File: src/sv/csscs_pkg.sv
// Shared types and constants for the comment stripper.
package csscs_pkg;

	localparam int QDepth = 4;
	localparam int QAw    = $clog2(QDepth);

	// scan mode codes
	localparam logic [2:0] MODE_PLAIN   = 3'd0;
	localparam logic [2:0] MODE_SQUOTE  = 3'd1;
	localparam logic [2:0] MODE_DQUOTE  = 3'd2;
	localparam logic [2:0] MODE_SLASH   = 3'd3;
	localparam logic [2:0] MODE_COMMENT = 3'd4;
	localparam logic [2:0] MODE_STAR    = 3'd5;

	// character codes
	localparam logic [7:0] CH_SQUOTE = 8'h27;
	localparam logic [7:0] CH_DQUOTE = 8'h22;
	localparam logic [7:0] CH_SLASH  = 8'h2F;
	localparam logic [7:0] CH_STAR   = 8'h2A;

	// results of one scanned word: zero, one or two output words
	typedef struct packed {
		logic [1:0] n;
		logic [7:0] byte0;
		logic       last0;
		logic [7:0] byte1;
	} push_t;

endpackage

File: src/sv/css_comment_stripper.sv
// Top level of the block-comment stripper.
// Usage:
//   Input channel (in_valid / in_stall / in_byte) carries one text word per
//   handshake; a word is taken at a rising edge with in_valid high and
//   in_stall low. Output channel (out_valid / out_stall / out_byte / last)
//   returns the text with slash-star comments removed; last marks the final
//   word caused by one input word.
// Flow: a taken word sits in the scan register, is decoded and written to the
//   result queue when the scan stage advances, and can then be taken from the
//   output.
// Throughput: one input word per cycle while the queue has room. The scan
//   register advances only when the four-entry result queue has two free
//   entries, so a word that releases a held slash writes two results and,
//   with a busy output, backs up into in_stall.
// Stall: while out_stall is high the queue holds its head word steady; once
//   fewer than two entries are free, the scan stage holds and in_stall rises.
//   Input is still taken while earlier results wait in the queue.
// Reset: arst_n clears the scan mode to plain text and empties the queue;
//   a slash still held at the end of a stream is never released.
module css_comment_stripper (
	input  logic       clk,
	input  logic       arst_n,
	input  logic       in_valid,
	output logic       in_stall,
	input  logic [7:0] in_byte,
	output logic       out_valid,
	input  logic       out_stall,
	output logic [7:0] out_byte,
	output logic       last
);

	csscs_pkg::push_t push;
	logic             room;

	// decode one word per cycle, while the queue has room, into zero, one or two results
	csscs_scan u_scan (
		.clk      (clk),
		.arst_n   (arst_n),
		.in_valid (in_valid),
		.in_stall (in_stall),
		.in_byte  (in_byte),
		.room     (room),
		.push     (push)
	);

	// hold results until the receiver takes them
	csscs_outq u_outq (
		.clk       (clk),
		.arst_n    (arst_n),
		.push      (push),
		.room      (room),
		.out_valid (out_valid),
		.out_stall (out_stall),
		.out_byte  (out_byte),
		.last      (last)
	);

endmodule

File: src/sv/csscs_scan.sv
// Input register and scan-mode decode for the comment stripper.
module csscs_scan (
	input  logic                 clk,
	input  logic                 arst_n,
	input  logic                 in_valid,
	output logic                 in_stall,
	input  logic [7:0]           in_byte,
	input  logic                 room,
	output csscs_pkg::push_t     push
);

	logic       valid_s1;
	logic [7:0] byte_s1;
	logic [2:0] mode_q;
	logic [2:0] mode_nxt;
	logic       advance;
	logic       take;

	assign advance  = valid_s1 & room;
	assign in_stall = valid_s1 & ~room;
	assign take     = in_valid & ~in_stall;

	always_ff @(posedge clk or negedge arst_n) begin
		if (!arst_n) begin
			valid_s1 <= 1'b0;
		end else if (take) begin
			valid_s1 <= 1'b1;
		end else if (advance) begin
			valid_s1 <= 1'b0;
		end
	end

	always_ff @(posedge clk) begin
		if (take) begin
			byte_s1 <= in_byte;
		end
	end

	always_ff @(posedge clk or negedge arst_n) begin
		if (!arst_n) begin
			mode_q <= csscs_pkg::MODE_PLAIN;
		end else if (advance) begin
			mode_q <= mode_nxt;
		end
	end

	always_comb begin
		mode_nxt   = mode_q;
		push.n     = 2'd0;
		push.byte0 = byte_s1;
		push.last0 = 1'b1;
		push.byte1 = byte_s1;
		unique case (mode_q)
			csscs_pkg::MODE_SQUOTE: begin
				if (byte_s1 == csscs_pkg::CH_SQUOTE) mode_nxt = csscs_pkg::MODE_PLAIN;
				push.n = 2'd1;
			end
			csscs_pkg::MODE_DQUOTE: begin
				if (byte_s1 == csscs_pkg::CH_DQUOTE) mode_nxt = csscs_pkg::MODE_PLAIN;
				push.n = 2'd1;
			end
			csscs_pkg::MODE_SLASH: begin
				priority if (byte_s1 == csscs_pkg::CH_SLASH) begin
					push.n = 2'd1;
				end else if (byte_s1 == csscs_pkg::CH_STAR) begin
					mode_nxt = csscs_pkg::MODE_COMMENT;
				end else begin
					// release the held slash, then the word itself
					mode_nxt   = csscs_pkg::MODE_PLAIN;
					push.n     = 2'd2;
					push.byte0 = csscs_pkg::CH_SLASH;
					push.last0 = 1'b0;
				end
			end
			csscs_pkg::MODE_COMMENT: begin
				if (byte_s1 == csscs_pkg::CH_STAR) mode_nxt = csscs_pkg::MODE_STAR;
			end
			csscs_pkg::MODE_STAR: begin
				priority if (byte_s1 == csscs_pkg::CH_SLASH) begin
					mode_nxt = csscs_pkg::MODE_PLAIN;
				end else if (byte_s1 != csscs_pkg::CH_STAR) begin
					mode_nxt = csscs_pkg::MODE_COMMENT;
				end else begin
					mode_nxt = csscs_pkg::MODE_STAR;
				end
			end
			default: begin
				priority if (byte_s1 == csscs_pkg::CH_SLASH) begin
					mode_nxt = csscs_pkg::MODE_SLASH;
				end else if (byte_s1 == csscs_pkg::CH_SQUOTE) begin
					mode_nxt = csscs_pkg::MODE_SQUOTE;
					push.n   = 2'd1;
				end else if (byte_s1 == csscs_pkg::CH_DQUOTE) begin
					mode_nxt = csscs_pkg::MODE_DQUOTE;
					push.n   = 2'd1;
				end else begin
					mode_nxt = csscs_pkg::MODE_PLAIN;
					push.n   = 2'd1;
				end
			end
		endcase
		if (!advance) push.n = 2'd0;
	end

endmodule

File: src/sv/csscs_outq.sv
// Small result queue between the scan stage and the output channel.
module csscs_outq (
	input  logic                 clk,
	input  logic                 arst_n,
	input  csscs_pkg::push_t     push,
	output logic                 room,
	output logic                 out_valid,
	input  logic                 out_stall,
	output logic [7:0]           out_byte,
	output logic                 last
);

	localparam int CntW = csscs_pkg::QAw + 1;

	logic [8:0]                     mem_q [csscs_pkg::QDepth];
	logic [csscs_pkg::QAw-1:0]      wr_q;
	logic [csscs_pkg::QAw-1:0]      rd_q;
	logic [CntW-1:0]                count_q;
	logic                           pop;

	assign out_valid = (count_q != '0);
	assign pop       = out_valid & ~out_stall;
	// two free entries cover the largest result group
	assign room      = (count_q <= CntW'(csscs_pkg::QDepth - 2));
	assign out_byte  = mem_q[rd_q][8:1];
	assign last      = mem_q[rd_q][0];

	always_ff @(posedge clk) begin
		if (push.n != 2'd0) begin
			mem_q[wr_q] <= {push.byte0, push.last0};
		end
		if (push.n == 2'd2) begin
			mem_q[wr_q + csscs_pkg::QAw'(1)] <= {push.byte1, 1'b1};
		end
	end

	always_ff @(posedge clk or negedge arst_n) begin
		if (!arst_n) begin
			wr_q    <= '0;
			rd_q    <= '0;
			count_q <= '0;
		end else begin
			wr_q    <= wr_q + csscs_pkg::QAw'(push.n);
			if (pop) rd_q <= rd_q + csscs_pkg::QAw'(1);
			count_q <= count_q + CntW'(push.n) - CntW'(pop);
		end
	end

	a_no_overflow: assert property (@(posedge clk) disable iff (!arst_n)
		(push.n != 2'd0) |-> (32'(count_q) + 32'(push.n) <= csscs_pkg::QDepth))
		else $error("result queue overflow");

	a_count_bound: assert property (@(posedge clk) disable iff (!arst_n)
		32'(count_q) <= csscs_pkg::QDepth)
		else $error("result queue count out of range");

	a_pop_drain: assert property (@(posedge clk) disable iff (!arst_n)
		(pop && push.n == 2'd0) |=> (count_q == $past(count_q) - CntW'(1)))
		else $error("result queue count did not drain");

endmodule

File: config.mk
export PLATFORM = sky130hd
export DESIGN_NAME = css_comment_stripper
export DESIGN_NICKNAME = d
export VERILOG_FILES = /design/src/sv/csscs_pkg.sv /design/src/sv/css_comment_stripper.sv /design/src/sv/csscs_scan.sv /design/src/sv/csscs_outq.sv
export SDC_FILE = /design/constraint.sdc
export NUM_CORES = 1
export LEC_CHECK = 0
export BUFFER_PORTS_ARGS = -buffer_cell sky130_fd_sc_hd__buf_2
export CAP_MARGIN = 5
export CELL_PAD_IN_SITES_DETAIL_PLACEMENT = 2
export CELL_PAD_IN_SITES_GLOBAL_PLACEMENT = 2
export CORE_MARGIN = 3
export CORE_UTILIZATION = 40
export DETAILED_ROUTE_END_ITERATION = 6
export GPL_TIMING_DRIVEN = 0
export PLACE_DENSITY = 0.76
export SLEW_MARGIN = 20
export SYNTH_ARGS = -nofsm -noshare
export SYNTH_HDL_FRONTEND = slang
export SYNTH_SLANG_ARGS = --single-unit
File: constraint.sdc
create_clock -name clk -period 3.5 [get_ports clk]
set_clock_uncertainty 0.15 [all_clocks]
set_input_delay 0.175 -clock clk [delete_from_list [all_inputs] [get_ports clk]]
set_output_delay 0.175 -clock clk [all_outputs]
set_load 0.005 [all_outputs]
==> results.toml <==
[floorplan]
die_x_um = 90.8
boundaryPins = 23
core_sq_um = 6870
row_count = 30
die-area_sq_um = 8240
start_util_pct = 41.9
die_h_um = 90.8

[power]
p_switching_uw = 950
vdd_drop_max_uv = 277
clockPowerShare_pct = 17.1
seqPwrFrac_pct = 39.8
p_leak_nw = 1.20
switching_share_pct = 38.2
power_density_nw_per_um2 = 745
cellInternalPower_mw = 1.54
combPwrFrac_pct = 43.2

[yosys]
synth_nets = 266
synth_top_cell_by_area = "edfxtp_1"
yosysUniqueCellTypes = 53
synth-edff-count = 40
synth_top_cell_area_share_pct = 41.8
netlist_area_sq_um = 2880
ys_seq_area_share_pct = 54.1
synthTopCellsByArea = "edfxtp_1, dfrtp_1, mux4_2, o21ai_0, nor2_1"
synth-warning-count = 0
synth_seq_cells = 55
synthCells = 251
async_reset_ff_share_pct = 20.0
syn_avg_cell_area_sq_um = 11.5
synth_flop_cell = "edfxtp_1"

[status]
outcome = "complete, no violations"

[clocking]
cts_made_buffers = 5
clkLatencyLatePin_ns = 0.30
cts.clk_slew.worst_paths_ns = 0.10
cts.path.max_buffers = 2
cts_tree = "yes"
cts.sinks = 55
cts.htree.levels = 2
clock-root-buffer = "clkbuf_8"
cts_resized = 0

[place]
gp_congestion = 0.747
dp_cells = 369
dpl.hpwl_um = 5990
placed_cell_area_sq_um = 3110
port_buffers = 22

[global_route]
antenna_found_initial = 0
use_met3_pct = 2.25
met1_usage_pct = 26.8
busiest_layer = "met2"
grt_max_degree = 18
use_met2_pct = 37.6
grt_pass1_vias = 2400
grt_pass1_wl_um = 13300
grt_usage_pct = 20.7
grt-ovfl-total = 0

[timing]
final-hold-violation-count = 0
post-route-period-util_pct = 93.7
timing.final.crit_period_ns = 3.28
holdWs_ns = 0.0965
finalSetupViolCount = 0
tns_ns = 0
slew_violations = 0
worstMarginPinSlew_ns = 0.914
rsz0062_at_grt = "false"
relSlewSlack_pct = 38.7
fmax_mhz = 305

[flow_run]
cap_viol_max_count = 0

[critical_path]
endpoint_kind = "flip-flop"
arrival_ns = 3.32
crit_type = "flip-flop to flip-flop"
crit_path_start_kind = "flip-flop"
crit_required_ns = 3.55
cp_max_fo = 10

[finish]
final_cell_mix = "edfxtp_1, nor2_1, buf_2"
final_common_cell = "edfxtp_1"
fin_cells = 390
area_delta_synth_final_pct = 16.1
diodes = 0
fin_nets = 308
final_area_sq_um = 3340
drive_gt1_share_pct = 20.1

[detailed_routing]
vias = 2136
avgRoutedWirePerCell_um = 20.5
antenna_left = 0
dr.pass1.iters = 4
drt_iter0_markers = 90
viasPerCell = 5.48
drc = 0
wirelength_um = 8010

[hold_path]
hp-class = "input port to flip-flop"
[sequential cells by signal, indices dropped and copies added, names as in the netlist]
register and flops:
u_scan.mode_q 3, u_outq.count_q 3, u_outq.rd_q 2, u_outq.mem_q 36, u_outq.wr_q 2, u_scan.byte_s1 8, u_scan.valid_s1 1
[through the flow]
stage	util (%)	power (mW)	worst slack, ns
finish	48.6	2.49	0.221
CTS	48.6	2.51	0.248
floorplan	-	1.69	0.581
global route	48.6	2.67	0.0886
detailed placement	45.2	2.05	0.0390
global placement	45.2	1.98	0.229
[routing by layer]
metal	share of wire, %	vias up	routed length, um
li1	-	1006	-
met1	44	1095	3560
met2	53	31	4230
met3	2.0	4	160
met4	0.70	0	56
met5	0	-	0
[final cells by class]
| class | instances | area [sq um] |
|---|---|---|
| tap | 96 | 120 |
| fill | 726 | 3530 |
| buffer | 14 | 58.8 |
| clock buffer | 6 | 72.6 |
| multi-input combinational | 167 | 1200 |
| inverter | 15 | 56.3 |
| timing repair buffer | 35 | 233 |
| clock inverter | 2 | 37.5 |
| sequential | 55 | 1560 |
[power groups by stage]
stage / clock network (mW) / logic (mW) / registers [mW]
5_1_grt: 0.460 / 1.20 / 1.01
3_3_place_gp: 0 / 0.995 / 0.986
4_1_cts: 0.434 / 1.09 / 0.988
6_report: 0.425 / 1.07 / 0.989
3_5_place_dp: 0 / 1.05 / 1.00
2_1_floorplan: 0 / 0.728 / 0.961
[path summary, 6_finish.rpt]
kind / start / endpoint / slack, ns / cells after the start
max: u_scan.byte_s1[5] / u_outq.count_q[2] / 0.22 / 10
min: out_stall / u_outq.rd_q[0] / 0.1 / 3
max reg2reg: u_scan.byte_s1[5] / u_outq.count_q[2] / 0.22 / 10
min reg2reg: u_outq.mem_q[3][0] / u_outq.mem_q[3][0] / 0.33 / 2
max in group asynchronous: arst_n / u_outq.wr_q[1] / 2.86 / 2
min in group asynchronous: arst_n / u_outq.rd_q[1] / 0.12 / 2
[cell families after synthesis]
family                   after synthesis  share of synthesized area [%]
AND/OR/NAND/NOR                       88                           17.6
adder cells (fa/ha/maj)                3                           1.57
XOR/XNOR                               8                           2.44
flip-flops                            55                           54.1
multiplexers                           9                           7.05
buffers and inverters                 29                           4.00
AO/OA/AOI/OAI                         59                           13.2
[synthesized netlist by cell type (3+ instances only)]
library cell and number:
nand4_1 5, nand2_1 18, clkbuf_1 9, nor2b_1 4, nand3_1 3, dfrtp_1 11, o21ai_1 6, xor2_1 5
o21ai_0 19, inv_1 14, nor2_1 25, a21oi_1 13, xnor2_1 3, nor3_1 8, nand2b_1 5, or3_1 3
dfxtp_1 4, a22oi_1 4, edfxtp_1 40, mux4_2 9
[worst max-delay path: stages (launching register included)]
cell and delay [ns]:
edfxtp_1 0.58, or4b_1 0.50, buf_2 0.20, nor3_4 0.35
nor2_1 0.10, buf_4 0.21, inv_2 0.09, ha_1 0.25
fa_1 0.43, xor2_1 0.16, xnor2_1 0.13
[repair_timing]
item,CTS,global route
setup endpoints to repair,1,0
hold endpoints to repair,20,0
hold buffers,10,0
setup buffers,3,0
Power figures use the tool's default switching activity.
